`src/rtl/pce_pkg.sv`:
```
`default_nettype none
package pce_pkg;

  localparam int SAMPLE_W = 16;

  // config register file
  localparam int CFG_ADDR_W = 2;
  localparam int CFG_DATA_W = 16;
  localparam logic [CFG_ADDR_W-1:0] REG_SUBCARRIER_COUNT = 2'd0;
  localparam logic [CFG_ADDR_W-1:0] REG_SYMBOL_COUNT     = 2'd1;
  localparam logic [CFG_ADDR_W-1:0] REG_MMSE_ENABLE      = 2'd2;
  localparam logic [CFG_ADDR_W-1:0] REG_NOISE_LEVEL      = 2'd3;

  localparam logic [12:0] SC_COUNT_RESET  = 13'd12;
  localparam logic [3:0]  SYM_COUNT_RESET = 4'd14;
  localparam logic [12:0] MAX_SC  = 13'd4096;
  localparam logic [3:0]  MAX_SYM = 4'd14;

  localparam logic [15:0] WEIGHT_ONE  = 16'd32768;
  localparam logic [15:0] LS_VARIANCE = 16'd256;

  // bit-serial multiplier: A x B, one B bit per cycle while ctl.step is high
  localparam int MUL_A_W = 32;
  localparam int MUL_B_W = 16;
  localparam int MUL_P_W = MUL_A_W + MUL_B_W;

  // restoring divider: one quotient bit per cycle while ctl.step is high
  localparam int DIV_N_W = MUL_P_W;
  localparam int DIV_D_W = 34;
  localparam int DIV_Q_W = 17;

  // rounded quotient limits, Q3.12 output
  localparam logic [DIV_Q_W-1:0] EST_POS_LIM = 17'd32767;
  localparam logic [DIV_Q_W-1:0] EST_NEG_LIM = 17'd32768;

  typedef struct packed {
    logic load;
    logic step;
  } unit_ctl_t;

endpackage
`default_nettype wire

```
`src/rtl/pilot_channel_estimator_core.sv`:
```
// An accepted word passes S_MUL1 (first bit-serial products and weight division),
// S_SUM (sum), S_MUL2 (weighted products), S_DLOAD (divider load), S_DIV (quotient
// bits) and S_OUT (output hand-off), then S_IDLE; a zero-power pilot goes from S_SUM
// straight to S_OUT. A new word is taken only in S_IDLE, once the last is handed off.
// A result waits in the output register while the next word is processed; S_OUT holds.
// Reset (rst, synchronous): config registers to defaults, grid counters to zero,
`default_nettype none
module pilot_channel_estimator_core (
  input  wire logic                           clk,
  input  wire logic                           rst,
  input  wire logic                           cfg_we,
  input  wire logic [pce_pkg::CFG_ADDR_W-1:0] cfg_addr,
  input  wire logic [pce_pkg::CFG_DATA_W-1:0] cfg_data,
  input  wire logic                           s_tvalid,
  output logic                                s_tready,
  // tx_real, tx_imag, rx_real, rx_imag
  input  wire logic [63:0]                    s_tdata,
  // last_pilot
  input  wire logic                           s_tlast,
  output logic                                m_tvalid,
  input  wire logic                           m_tready,
  // est_real, est_imag, subcarrier_index, symbol_index, grid_index, noise_variance
  output logic      [79:0]                    m_tdata,
  // written, saturated
  output logic      [1:0]                     m_tuser
);
  // (reset, continued) MMSE weight to one, control idle and output empty.
  import pce_pkg::*;

  localparam int NLANE = 6;

  localparam logic [2:0] S_IDLE  = 3'd0;
  localparam logic [2:0] S_MUL1  = 3'd1;
  localparam logic [2:0] S_SUM   = 3'd2;
  localparam logic [2:0] S_MUL2  = 3'd3;
  localparam logic [2:0] S_DLOAD = 3'd4;
  localparam logic [2:0] S_DIV   = 3'd5;
  localparam logic [2:0] S_OUT   = 3'd6;

  localparam logic [4:0] MUL_LAST = 5'(MUL_B_W - 1);
  localparam logic [4:0] DIV_LAST = 5'(DIV_Q_W - 1);

  // config
  logic [12:0] subcarrier_count;
  logic [3:0]  symbol_count;
  logic        mmse_enable;
  logic [15:0] noise_level;

  logic [2:0]  state;
  logic [4:0]  cnt;
  logic        accept;
  logic        mmse_act;
  logic [3:0]  xsign;
  logic [31:0] den;
  logic        zero_pwr;
  logic        neg_r;
  logic        neg_i;
  logic [15:0] weight;

  logic [15:0] mag_xr, mag_xi, mag_yr, mag_yi;

  unit_ctl_t          lane_ctl [NLANE];
  logic [MUL_A_W-1:0] lane_a   [NLANE];
  logic [MUL_B_W-1:0] lane_b   [NLANE];
  logic [MUL_P_W-1:0] lane_p   [NLANE];

  unit_ctl_t          div_ctl [2];
  logic [DIV_N_W-1:0] div_n   [2];
  logic [DIV_D_W-1:0] div_d   [2];
  logic [DIV_Q_W-1:0] div_q   [2];
  logic               div_ovf [2];

  logic [32:0] t2, t3, t4, t5, nr, ni;
  logic [31:0] mag_r, mag_i, den_sum;
  logic [17:0] wt_sum;
  logic [15:0] wt_new, w_sel;

  logic [11:0] pos_sc;
  logic [3:0]  pos_sy;
  logic [15:0] pos_grid;

  logic [15:0] est_real, est_imag, noise_variance;
  logic [11:0] subcarrier_index;
  logic [3:0]  symbol_index;
  logic [15:0] grid_index;
  logic        written, saturated;
  logic [16:0] rs_r, rs_i;
  logic        out_free;

  function automatic logic [16:0] round_sat(input logic [DIV_Q_W-1:0] q,
                                            input logic ovf, input logic neg);
    logic [DIV_Q_W:0]   sum;
    logic [DIV_Q_W-1:0] rnd;
    logic               sat;
    logic [15:0]        val;
    sum = {1'b0, q} + 18'd1;
    rnd = sum[DIV_Q_W:1];
    if (neg) begin
      sat = ovf | (rnd > EST_NEG_LIM);
      val = sat ? 16'h8000 : (~rnd[15:0] + 16'd1);
    end else begin
      sat = ovf | (rnd > EST_POS_LIM);
      val = sat ? 16'h7fff : rnd[15:0];
    end
    return {sat, val};
  endfunction

  assign s_tready = (state == S_IDLE) & ~rst;
  assign accept   = s_tvalid & s_tready;
  assign out_free = ~m_tvalid | m_tready;

  always_ff @(posedge clk) begin
    if (rst) begin
      subcarrier_count <= SC_COUNT_RESET;
      symbol_count     <= SYM_COUNT_RESET;
      mmse_enable      <= 1'b0;
      noise_level      <= '0;
    end else if (cfg_we) begin
      case (cfg_addr)
        REG_SUBCARRIER_COUNT: subcarrier_count <= cfg_data[12:0];
        REG_SYMBOL_COUNT:     symbol_count     <= cfg_data[3:0];
        REG_MMSE_ENABLE:      mmse_enable      <= cfg_data[0];
        REG_NOISE_LEVEL:      noise_level      <= cfg_data;
        default: ;
      endcase
    end
  end

  always_comb begin
    mag_xr = s_tdata[15]  ? (~s_tdata[15:0]  + 16'd1) : s_tdata[15:0];
    mag_xi = s_tdata[31]  ? (~s_tdata[31:16] + 16'd1) : s_tdata[31:16];
    mag_yr = s_tdata[47]  ? (~s_tdata[47:32] + 16'd1) : s_tdata[47:32];
    mag_yi = s_tdata[63]  ? (~s_tdata[63:48] + 16'd1) : s_tdata[63:48];
  end

  // numerators and power from the first multiplier pass, rounded MMSE weight from the divider
  always_comb begin
    t2      = {2'b0, lane_p[2][30:0]};
    t3      = {2'b0, lane_p[3][30:0]};
    t4      = {2'b0, lane_p[4][30:0]};
    t5      = {2'b0, lane_p[5][30:0]};
    t2      = xsign[0] ? (33'd0 - t2) : t2;
    t3      = xsign[1] ? (33'd0 - t3) : t3;
    t4      = xsign[2] ? (33'd0 - t4) : t4;
    t5      = xsign[3] ? (33'd0 - t5) : t5;
    nr      = t2 + t3;
    ni      = t4 - t5;
    mag_r   = nr[32] ? 32'(33'd0 - nr) : nr[31:0];
    mag_i   = ni[32] ? 32'(33'd0 - ni) : ni[31:0];
    den_sum = lane_p[0][31:0] + lane_p[1][31:0];
    wt_sum  = {1'b0, div_q[0]} + 18'd1;
    wt_new  = wt_sum[16:1];
    w_sel   = mmse_act ? wt_new : WEIGHT_ONE;
  end

  always_comb begin
    for (int k = 0; k < NLANE; k++) begin
      lane_ctl[k] = '0;
      lane_a[k]   = '0;
      lane_b[k]   = '0;
    end
    for (int k = 0; k < 2; k++) begin
      div_ctl[k] = '0;
      div_n[k]   = '0;
      div_d[k]   = '0;
    end
    case (state)
      S_IDLE: begin
        for (int k = 0; k < NLANE; k++) lane_ctl[k].load = accept;
        lane_a[0] = {16'b0, mag_xr}; lane_b[0] = mag_xr;
        lane_a[1] = {16'b0, mag_xi}; lane_b[1] = mag_xi;
        lane_a[2] = {16'b0, mag_yr}; lane_b[2] = mag_xr;
        lane_a[3] = {16'b0, mag_yi}; lane_b[3] = mag_xi;
        lane_a[4] = {16'b0, mag_yi}; lane_b[4] = mag_xr;
        lane_a[5] = {16'b0, mag_yr}; lane_b[5] = mag_xi;
        // MMSE weight: 2^24 / (256 + noise_level), then halved with rounding
        div_ctl[0].load = accept;
        div_n[0] = DIV_N_W'(1) << 24;
        div_d[0] = DIV_D_W'(noise_level) + DIV_D_W'(LS_VARIANCE);
      end
      S_MUL1: begin
        for (int k = 0; k < NLANE; k++) lane_ctl[k].step = ~cnt[4];
        div_ctl[0].step = 1'b1;
      end
      S_SUM: begin
        lane_ctl[0].load = 1'b1; lane_a[0] = mag_r; lane_b[0] = w_sel;
        lane_ctl[1].load = 1'b1; lane_a[1] = mag_i; lane_b[1] = w_sel;
      end
      S_MUL2: begin
        lane_ctl[0].step = 1'b1;
        lane_ctl[1].step = 1'b1;
      end
      S_DLOAD: begin
        for (int k = 0; k < 2; k++) begin
          div_ctl[k].load = 1'b1;
          div_n[k] = lane_p[k];
          div_d[k] = {den, 2'b00};
        end
      end
      S_DIV: begin
        div_ctl[0].step = 1'b1;
        div_ctl[1].step = 1'b1;
      end
      default: ;
    endcase
  end

  for (genvar g = 0; g < NLANE; g++) begin : g_lane
    pce_serial_mul u_mul (
      .clk     (clk),
      .ctl     (lane_ctl[g]),
      .a       (lane_a[g]),
      .b       (lane_b[g]),
      .product (lane_p[g])
    );
  end

  for (genvar g = 0; g < 2; g++) begin : g_div
    pce_serial_div u_div (
      .clk (clk),
      .ctl (div_ctl[g]),
      .n   (div_n[g]),
      .d   (div_d[g]),
      .q   (div_q[g]),
      .ovf (div_ovf[g])
    );
  end

  pce_position u_pos (
    .clk              (clk),
    .rst              (rst),
    .accept           (accept),
    .last             (s_tlast),
    .subcarrier_count (subcarrier_count),
    .symbol_count     (symbol_count),
    .subcarrier_index (pos_sc),
    .symbol_index     (pos_sy),
    .grid_index       (pos_grid)
  );

  always_ff @(posedge clk) begin
    if (rst) begin
      state  <= S_IDLE;
      cnt    <= '0;
      weight <= WEIGHT_ONE;
    end else begin
      case (state)
        S_IDLE: begin
          cnt <= '0;
          if (accept) state <= S_MUL1;
        end
        S_MUL1: begin
          cnt <= cnt + 5'd1;
          if (cnt == DIV_LAST) state <= S_SUM;
        end
        S_SUM: begin
          cnt <= '0;
          if (mmse_act) weight <= wt_new;
          state <= (den_sum == '0) ? S_OUT : S_MUL2;
        end
        S_MUL2: begin
          cnt <= cnt + 5'd1;
          if (cnt == MUL_LAST) state <= S_DLOAD;
        end
        S_DLOAD: begin
          cnt   <= '0;
          state <= S_DIV;
        end
        S_DIV: begin
          cnt <= cnt + 5'd1;
          if (cnt == DIV_LAST) state <= S_OUT;
        end
        S_OUT: begin
          if (out_free) state <= S_IDLE;
        end
        default: state <= S_IDLE;
      endcase
    end
  end

  always_ff @(posedge clk) begin
    if (accept) begin
      mmse_act <= mmse_enable & (noise_level != '0);
      xsign    <= {s_tdata[47] ^ s_tdata[31], s_tdata[63] ^ s_tdata[15],
                   s_tdata[63] ^ s_tdata[31], s_tdata[47] ^ s_tdata[15]};
    end
    if (state == S_SUM) begin
      den      <= den_sum;
      zero_pwr <= (den_sum == '0);
      neg_r    <= nr[32];
      neg_i    <= ni[32];
    end
  end

  assign rs_r = round_sat(div_q[0], div_ovf[0], neg_r);
  assign rs_i = round_sat(div_q[1], div_ovf[1], neg_i);

  always_ff @(posedge clk) begin
    if (rst) begin
      m_tvalid <= 1'b0;
    end else if (state == S_OUT && out_free) begin
      m_tvalid <= 1'b1;
    end else if (m_tready) begin
      m_tvalid <= 1'b0;
    end
  end

  always_ff @(posedge clk) begin
    if (state == S_OUT && out_free) begin
      written          <= ~zero_pwr;
      est_real         <= zero_pwr ? '0 : rs_r[15:0];
      est_imag         <= zero_pwr ? '0 : rs_i[15:0];
      saturated        <= ~zero_pwr & (rs_r[16] | rs_i[16]);
      noise_variance   <= zero_pwr ? '0 : (mmse_act ? noise_level : LS_VARIANCE);
      subcarrier_index <= pos_sc;
      symbol_index     <= pos_sy;
      grid_index       <= pos_grid;
    end
  end

  assign m_tdata = {noise_variance, grid_index, symbol_index, subcarrier_index,
                    est_imag, est_real};
  assign m_tuser = {saturated, written};

  a_accept_starts: assert property (@(posedge clk) disable iff (rst)
    accept |=> state == S_MUL1)
    else $error("accepted word did not start the multiplier pass");

  a_zero_power_result: assert property (@(posedge clk) disable iff (rst)
    (m_tvalid && !m_tuser[0]) |-> (m_tdata[31:0] == '0 && m_tdata[79:64] == '0
                                   && !m_tuser[1]))
    else $error("zero-power pilot carries a nonzero estimate");

  a_weight_range: assert property (@(posedge clk) disable iff (rst)
    weight != '0 && weight <= WEIGHT_ONE)
    else $error("MMSE weight out of range");

  a_cnt_bound: assert property (@(posedge clk) disable iff (rst)
    (state == S_MUL2) |-> cnt <= MUL_LAST)
    else $error("second multiplier pass overran");

  a_no_accept_busy: assert property (@(posedge clk) disable iff (rst)
    (state != S_IDLE && $past(state) != S_IDLE) |-> $stable(xsign))
    else $error("input signs changed while a word is in flight");

endmodule
`default_nettype wire

```
`src/rtl/pce_serial_mul.sv`:
```
`default_nettype none
module pce_serial_mul (
  input  wire logic                        clk,
  input  wire pce_pkg::unit_ctl_t          ctl,
  input  wire logic [pce_pkg::MUL_A_W-1:0] a,
  input  wire logic [pce_pkg::MUL_B_W-1:0] b,
  output logic      [pce_pkg::MUL_P_W-1:0] product
);
  import pce_pkg::*;

  logic [MUL_A_W-1:0] a_reg;
  logic [MUL_B_W-1:0] b_sh;
  logic [MUL_P_W-1:0] acc;
  logic [MUL_A_W:0]   psum;

  assign psum = {1'b0, acc[MUL_P_W-1:MUL_B_W]} + (b_sh[0] ? {1'b0, a_reg} : '0);

  always_ff @(posedge clk) begin
    if (ctl.load) begin
      a_reg <= a;
      b_sh  <= b;
      acc   <= '0;
    end else if (ctl.step) begin
      b_sh <= b_sh >> 1;
      acc  <= {psum, acc[MUL_B_W-1:1]};
    end
  end

  assign product = acc;

endmodule
`default_nettype wire

```
`src/rtl/pce_serial_div.sv`:
```
`default_nettype none
module pce_serial_div (
  input  wire logic                        clk,
  input  wire pce_pkg::unit_ctl_t          ctl,
  input  wire logic [pce_pkg::DIV_N_W-1:0] n,
  input  wire logic [pce_pkg::DIV_D_W-1:0] d,
  output logic      [pce_pkg::DIV_Q_W-1:0] q,
  output logic                             ovf
);
  import pce_pkg::*;

  localparam int HI_W = DIV_N_W - DIV_Q_W;

  logic [DIV_D_W-1:0] d_reg;
  logic [DIV_D_W-1:0] rem;
  logic [DIV_Q_W-1:0] nlow;
  logic [DIV_D_W:0]   trial;
  logic [DIV_D_W:0]   diff;
  logic               ge;

  assign trial = {rem, nlow[DIV_Q_W-1]};
  assign diff  = trial - {1'b0, d_reg};
  assign ge    = trial >= {1'b0, d_reg};

  always_ff @(posedge clk) begin
    if (ctl.load) begin
      d_reg <= d;
      rem   <= DIV_D_W'(n[DIV_N_W-1:DIV_Q_W]);
      nlow  <= n[DIV_Q_W-1:0];
      q     <= '0;
      // quotient would not fit in DIV_Q_W bits
      ovf   <= {{(DIV_D_W-HI_W){1'b0}}, n[DIV_N_W-1:DIV_Q_W]} >= d;
    end else if (ctl.step) begin
      rem  <= ge ? diff[DIV_D_W-1:0] : trial[DIV_D_W-1:0];
      nlow <= nlow << 1;
      q    <= {q[DIV_Q_W-2:0], ge};
    end
  end

endmodule
`default_nettype wire

```
`src/rtl/pce_position.sv`:
```
`default_nettype none
module pce_position (
  input  wire logic        clk,
  input  wire logic        rst,
  input  wire logic        accept,
  input  wire logic        last,
  input  wire logic [12:0] subcarrier_count,
  input  wire logic [3:0]  symbol_count,
  output logic      [11:0] subcarrier_index,
  output logic      [3:0]  symbol_index,
  output logic      [15:0] grid_index
);
  import pce_pkg::*;

  logic [11:0] sc_cnt;
  logic [3:0]  sy_cnt;
  logic [12:0] sc_n;
  logic [3:0]  sy_n;
  logic [11:0] sc_cur;
  logic [3:0]  sy_cur;
  logic [12:0] sc_inc;
  logic [3:0]  sy_inc;
  logic [15:0] grid;

  always_comb begin
    sc_n = subcarrier_count;
    if (subcarrier_count == '0) sc_n = 13'd1;
    else if (subcarrier_count > MAX_SC) sc_n = MAX_SC;
    sy_n = symbol_count;
    if (symbol_count == '0) sy_n = 4'd1;
    else if (symbol_count > MAX_SYM) sy_n = MAX_SYM;
    sc_cur = ({1'b0, sc_cnt} >= sc_n) ? '0 : sc_cnt;
    sy_cur = (sy_cnt >= sy_n) ? '0 : sy_cnt;
    sc_inc = {1'b0, sc_cur} + 13'd1;
    sy_inc = sy_cur + 4'd1;
    grid   = ({4'b0, sc_cur} * {12'b0, sy_n}) + {12'b0, sy_cur};
  end

  always_ff @(posedge clk) begin
    if (rst) begin
      sc_cnt <= '0;
      sy_cnt <= '0;
    end else if (accept) begin
      if (last) begin
        sc_cnt <= '0;
        sy_cnt <= '0;
      end else if (sc_inc >= sc_n) begin
        sc_cnt <= '0;
        sy_cnt <= (sy_inc >= sy_n) ? '0 : sy_inc;
      end else begin
        sc_cnt <= sc_inc[11:0];
        sy_cnt <= sy_cur;
      end
    end
  end

  always_ff @(posedge clk) begin
    if (accept) begin
      subcarrier_index <= sc_cur;
      symbol_index     <= sy_cur;
      grid_index       <= grid;
    end
  end

endmodule
`default_nettype wire

```
`config.mk`:
```
export PLATFORM = sky130hd
export DESIGN_NAME = pilot_channel_estimator_core
export DESIGN_NICKNAME = d
export VERILOG_FILES = /design/src/rtl/pce_pkg.sv /design/src/rtl/pilot_channel_estimator_core.sv /design/src/rtl/pce_serial_mul.sv /design/src/rtl/pce_serial_div.sv /design/src/rtl/pce_position.sv
export SDC_FILE = /design/constraint.sdc
export NUM_CORES = 2
export LEC_CHECK = 0
export BUFFER_PORTS_ARGS = -buffer_cell sky130_fd_sc_hd__buf_2
export CORE_MARGIN = 10
export CORE_UTILIZATION = 41
export DETAILED_ROUTE_END_ITERATION = 6
export HOLD_SLACK_MARGIN = 0.15
export SLEW_MARGIN = 15
export SYNTH_ARGS = -nofsm -noshare
export SYNTH_HDL_FRONTEND = slang
export SYNTH_SLANG_ARGS = --single-unit
```
`constraint.sdc`:
```
create_clock -name clk -period 6.45 [get_ports clk]
set_clock_uncertainty 0.05 [all_clocks]
set_input_delay 1.6125 -clock clk [delete_from_list [all_inputs] [get_ports clk]]
set_output_delay 1.6125 -clock clk [all_outputs]
set_load 0.02 [all_outputs]
```
[Yosys cells after proc, flatten, opt, wreduce, memory -nomap -nowiden]
Cells that the tools add are included.
Storage, ports and cells
  register bits after elaboration: 963
  input port bits: 88
  output and inout port bits: 84
  word-level logic and storage cells: 251
Cells by class
  add/sub/neg operators: 30
  $mul: 1
  order comparisons: 14
  eq/ne operators: 16
  muxes and demuxes: 84
  bitwise gates (word level): 25
  reductions and logical operators: 22
Operators with widths (number)
  2-to-1 mux 16 bit: 23
  2-to-1 mux 32 bit: 8
  adder 32 x 33 -> 33 bit: 6
  2-to-1 mux 33 bit: 4
  one-hot mux 64 bit (2 select lines): 1
  subtractor 1 x 31 -> 32 bit (first input constant): 4
  2-to-1 mux 31 bit: 4
  2-to-1 mux 34 bit: 3
  adder 16 x 1 -> 16 bit (second input constant): 6
  inverter 16 bit: 6
  one-hot mux 48 bit (2 select lines): 1
  greater-or-equal comparator 35 x 34 -> 1 bit: 2
  greater-or-equal comparator 31 x 34 -> 1 bit: 2
  2-to-1 mux 17 bit: 4
  one-hot mux 34 bit (2 select lines): 1
  subtractor 34 bit: 2
  2-to-1 mux 64 bit: 1
  one-hot mux 32 bit (2 select lines): 1
  subtractor 1 x 32 -> 32 bit (first input constant): 2
  2-to-1 mux 48 bit: 1
  adder 17 x 1 -> 18 bit (second input constant): 2
  2-to-1 mux 12 bit: 3
  > comparator 17 x 15 -> 1 bit (second input constant): 2
  > comparator 17 x 16 -> 1 bit (second input constant): 2
  46 further kinds: 101

[Longest topological paths before layout]
  depth in word-level cells: 10
  depth in mapped cells: 34
  depth with buffers taken out: 33

[Hierarchy]
A second synthesis with hierarchy kept.
Second synthesis, totals
  cells, all modules: 7838
  area, all modules: 70619.0 um^2
By module, submodules not included
  pce_serial_mul (g_lane[2].u_mul ...): times used 4, cells an instance 541, area each 5355.1 um^2, sequential area each 2402.3 um^2
  pilot_channel_estimator_core: times used 1, cells an instance 2718, area each 20345.8 um^2, sequential area each 4524.3 um^2
  pce_serial_div: times used 2, cells an instance 720, area each 6922.9 um^2, sequential area each 2892.8 um^2
  pce_serial_mul (g_lane[0].u_mul ...): times used 2, cells an instance 519, area each 5217.5 um^2, sequential area each 2402.3 um^2
  pce_position: times used 1, cells an instance 478, area each 4571.9 um^2, sequential area each 1281.2 um^2

[Least setup slack after synthesis]
OpenSTA, ideal clock, no wires.
  path type: reg2reg
  from: register subcarrier_count[12]
  to: register u_pos.grid_index[15] (data pin)
  setup time: 174 ps
  arrival time: 6880 ps
  required time: 6226 ps
  path slack: -654 ps
  stages on the path, launching flop included: 35
  buffers on the path: 3
  period minus slack after synthesis: 7104 ps
  cells stage by stage: dfxtp_1 > inv_1 > clkbuf_1 > clkbuf_1 > nand2_1 > ha_1 > a21o_1 > a21o_1 > a21o_1 > a21o_1 > a21o_1 > a21o_1 > a21oi_1 > o31a_1 > clkbuf_1 > nand2_1 > inv_1 > nand2_1 > fa_1 > fa_1 > fa_1 > inv_1 > ha_1 > nor2b_1 > o21ai_0 > a21boi_0 > o21ai_0 > a21boi_0 > o21ai_0 > a21boi_0 > o21a_1 > nor2_1 > o21a_1 > nor3_1 > a311oi_1
Between the ends
  word-level cells in the longest chain between the ends: 7
  elaborated cells between the ends (all ways): 8
  classes of those cells: add/sub (1); mul (1); order compare (2); mux (3); reduce/logical (1)
RTL lines
  start: declaration: RTL line pilot_channel_estimator_core.sv:44  | logic [12:0] subcarrier_count;
  start signal: assignment: RTL line pilot_channel_estimator_core.sv:120  | REG_SUBCARRIER_COUNT: subcarrier_count <= cfg_data[12:0];
  > comparator 13 bit: RTL line pce_position.sv:28  | else if (subcarrier_count > MAX_SC) sc_n = MAX_SC;
  2-to-1 mux 13 bit: RTL line pce_position.sv:28
  2-to-1 mux 13 bit (*): RTL line pce_position.sv:27  | if (subcarrier_count == '0) sc_n = 13'd1;
  greater-or-equal comparator 12 x 13 -> 1 bit (*): RTL line pce_position.sv:32  | sc_cur = ({1'b0, sc_cnt} >= sc_n) ? '0 : sc_cnt;
  2-to-1 mux 12 bit (*): RTL line pce_position.sv:32
  via u_pos.sc_cur[0]: RTL line pce_position.sv:19  | logic [11:0] sc_cur;
  multiplier 12 x 4 -> 16 bit (*): RTL line pce_position.sv:36  | grid = ({4'b0, sc_cur} * {12'b0, sy_n}) + {12'b0, sy_cur};
  adder 16 x 4 -> 16 bit (*): RTL line pce_position.sv:36
  via u_pos.grid[15]: RTL line pce_position.sv:23  | logic [15:0] grid;
  end signal: assignment: RTL line pce_position.sv:61  | grid_index <= grid;
  end: declaration: RTL line pce_position.sv:11  | output logic [15:0] grid_index
Mark *: on every way through the listed nets, which the timed path passes. The rest lies on a longest branch.
A chain may end at the register's enable or synchronous reset.

[Final worst setup path]
  from: register subcarrier_count[4]
  to: register u_pos.grid_index[13] (data pin)
The elaborated chain is that of the path after synthesis.

==> results.md <==
- Outcome: complete, but fails checks
- Failing checks: negative setup slack
- Fraction of layout cells with a size suffix above 1: 8.94%
- Die span in y: 398 µm
- Nets@finish: 7,465
- Max-cap violations: 0
- Pwr/cell area: 411 nW/µm²
- Reg area: 22,100 µm²
- Post-layout min period: 6850 ps
- Cells after synthesis: 6,762
- Mean Syn Cell Area: a little under 9 µm²
- Initial Util: 41.3%
- Slowest-stage cell, CP: fa_1
- Setup CP Type: flip-flop to flip-flop
- Drt total wl: 173 mm
- Max stage delay on crit path: 600 ps
- Io pins: 172
- Clk sinks: 865
- Synth Flop Type: edfxtp_1
- Antenna violations before repair: 2
- Row count: between 100 and 150
- Synthesized-area fraction occupied by xor and xnor cells: around 8%
- Synth warnings: 0
- Worst-Skew Late Latency: 740 ps
- RSZ-0062 raised after global routing: true
- Mux cell area share after synthesis: 1.33%
- Post-Synthesis Net Count: approximately 7,300
- EDFF count, synth: about 480
- Residual DRC count: 0
- Post-synth ARST share: 0%
- Simple-gate share of the synthesized area: 20.7%
- FF-to-FF path depth: 34
- CTS clock-pin slew for the worst setup and hold paths: 60 ps
- Layout area overhead: 12.2%
- CP max FO: 3
- Root Driver: clkbuf_16
- Multi-input gate area: 34,300 µm²
- GP Congestion: 0.950
- Vias in the first global route: 47,100
- Leading area contributor after synthesis: edfxtp_1
- Worst hold path type: flip-flop to flip-flop
- Post-synth design cell area: approximately 58,000 µm²
- Synth Area in Adders: 10.5%
- Die span in x: 398 µm
- Synth Register Bits: 865
- Critical path endpoint category: flip-flop
- Launch point of the worst hold path: u_pos.symbol_index[2]
- Slew Limit Fails: 0
- Most used cell along the critical path: a21o_1
- Die area: 158,000 µm²
- Req. time, crit path: 6880 ps
- Max reg flops: 288
- TritonCTS Buffers: approximately 100
- WL per Instance: 19.5 µm
- Most frequent cell after synthesis: nand2_1
- Fillers: 13,900
- Crit path DAT: 7280 ps
- Sequential share of the synthesized area: 37.8%
- Flop2flop setup slack: -400 ps
- Ant. Diodes: 0
- Final HPWL DP: 130 mm
- Pleak: 28.0 nW
- Final setup margin: -402 ps
- Worst-Margin Slew: 1160 ps
- Final Hold Vio Count: 0
- GRT Residual Overflow: 0
- H-Tree Depth: 3
- Synth cell count leaders: 947 x nand2_1, 490 x o21ai_0, 478 x edfxtp_1
- Reg-to-Reg Start: subcarrier_count[4]
- Hold path depth: 0
- Setup-failing EPs final: 7
- Critical R2R Capture: u_pos.grid_index[13]
- Period Utilization, post-route: 106%
- Core Region: ~140,000 µm²
- 1st-pass router iterations: 6
- Largest family of logic cells by synthesized area: simple AND/OR/NAND/NOR gates
- Vias: 49,600
- Initial DRC count: 3,765
- Post-DRT Antenna Nets: 0
- Worst Hold Slack: 368 ps
- Global Route Usage Sum: between 20% and 30%
- Via/cell ratio: 5.59
- Largest net degree at the start of global routing: about 120
- Peak supply drop: 0.316 mV
- Worst Setup SP: subcarrier_count[4]
- Utilization after layout: 46.4%
- Cts hold-fix bufs: 0
- # port buffers: 171
- CP startpoint kind: flip-flop
- Global-route wire length before repair: 270 mm
- Synth top area cells: edfxtp_1 25%, dfxtp_1 13%, ha_1 9.3%, nand2_1 6.1%, xnor2_1 4.5%
- TritonCTS clock tree: built
- Synth Area in Compound Gates: 17.7%
- Max Buffers Root-to-Sink: 3
- Distinct cells, synth: 90
- F_max: 146 MHz
- Rel. slew slack: 22.6%
- Share of the synthesized area in the top cell type: 24.5%
- Min-Delay Endpoint: symbol_index[2]
[kinds of logic after synthesis]
group / Yosys count
mux: 77
xor+xnor: 530
compound gates: 1658
fa+ha+maj: 471
simple gates: 2540
flops: 865
buf+inv: 621
[timing repair]
item | CTS | global route
cloned | 0 | 0
setup endpoints to repair | 6 | 22
endpoints found under the hold margin | 0 | 0
pin swaps | 22 | 33
buffers inserted | 44 | 7
resized for setup | 12 | 45
[layout by cell type (no fill, tap or decap), types with 145 or more instances in the layout]
cell / count
a21oi_1: 414
inv_1: 320
ha_1: 434
edfxtp_1: 478
xor2_1: 231
a21o_1: 153
and2_1: 180
nor2_1: 414
nand3_1: 345
buf_2: 171
xnor2_1: 297
o21ai_0: 482
and3_1: 145
dfxtp_1: 383
nand2_1: 938
[metrics by stage]
stage	setup TNS, ps	setup WS, ps	instance area (µm²)	power (mW)	std cells
after floorplan	0	14.0	58500	17.5	6762
after global placement	-804	-250	61600	20.8	8646
after detailed placement	-1060	-329	61600	20.9	8646
after CTS	-1100	-334	65400	27.0	8877
after global routing	-3800	-695	65600	28.9	8882
final	-1820	-402	65600	27.0	8882
[final cells by class]
type	instances	area share, %
tap	1890	3.60
multi-input combinational	5276	52.3
timing repair buffer	330	3.25
sequential	865	33.7
clock inverter	52	0.984
inverter	334	1.92
clock buffer	135	4.25
[per-layer routing]
layer / up-vias / share of wire [%] / global-route usage (%)
met5: - / 0.0075 / 0
met4: 2 / 2.6 / 6.04
met3: 228 / 4.9 / 2.64
met2: 1194 / 47 / 34.9
met1: 23700 / 46 / 28.6
li1: 24500 / - / -
[how the worst max path moves through the flow]
| stage | end | depth (start not counted) |
|---|---|---|
| finish | u_pos.grid_index[13] | 34 |
| floorplan | u_pos.grid_index[15] | 34 |
| global route | u_pos.grid_index[15] | 34 |
| CTS | u_pos.subcarrier_index[2] | 51 |
| global placement | u_pos.grid_index[15] | 33 |
| detailed placement | u_pos.grid_index[15] | 33 |
[worst max-delay path: cells and delay by family (launching register included)]
kind | cells | cell delay [ps]
compound gates | 17 | 2660
fa+ha+maj | 5 | 2110
simple gates | 7 | 880
buf+inv | 4 | 430
flops | 1 | 330
xor+xnor | 1 | 120
[where the power goes]
group | switching [mW] | total [mW] | internal [mW]
clock network | 2.47 | 5.96 | 3.50
logic | 8.06 | 13.4 | 5.31
registers | 0.991 | 7.65 | 6.66
total | 11.5 | 27.0 | 15.5
(Power assumes the default switching activity.)
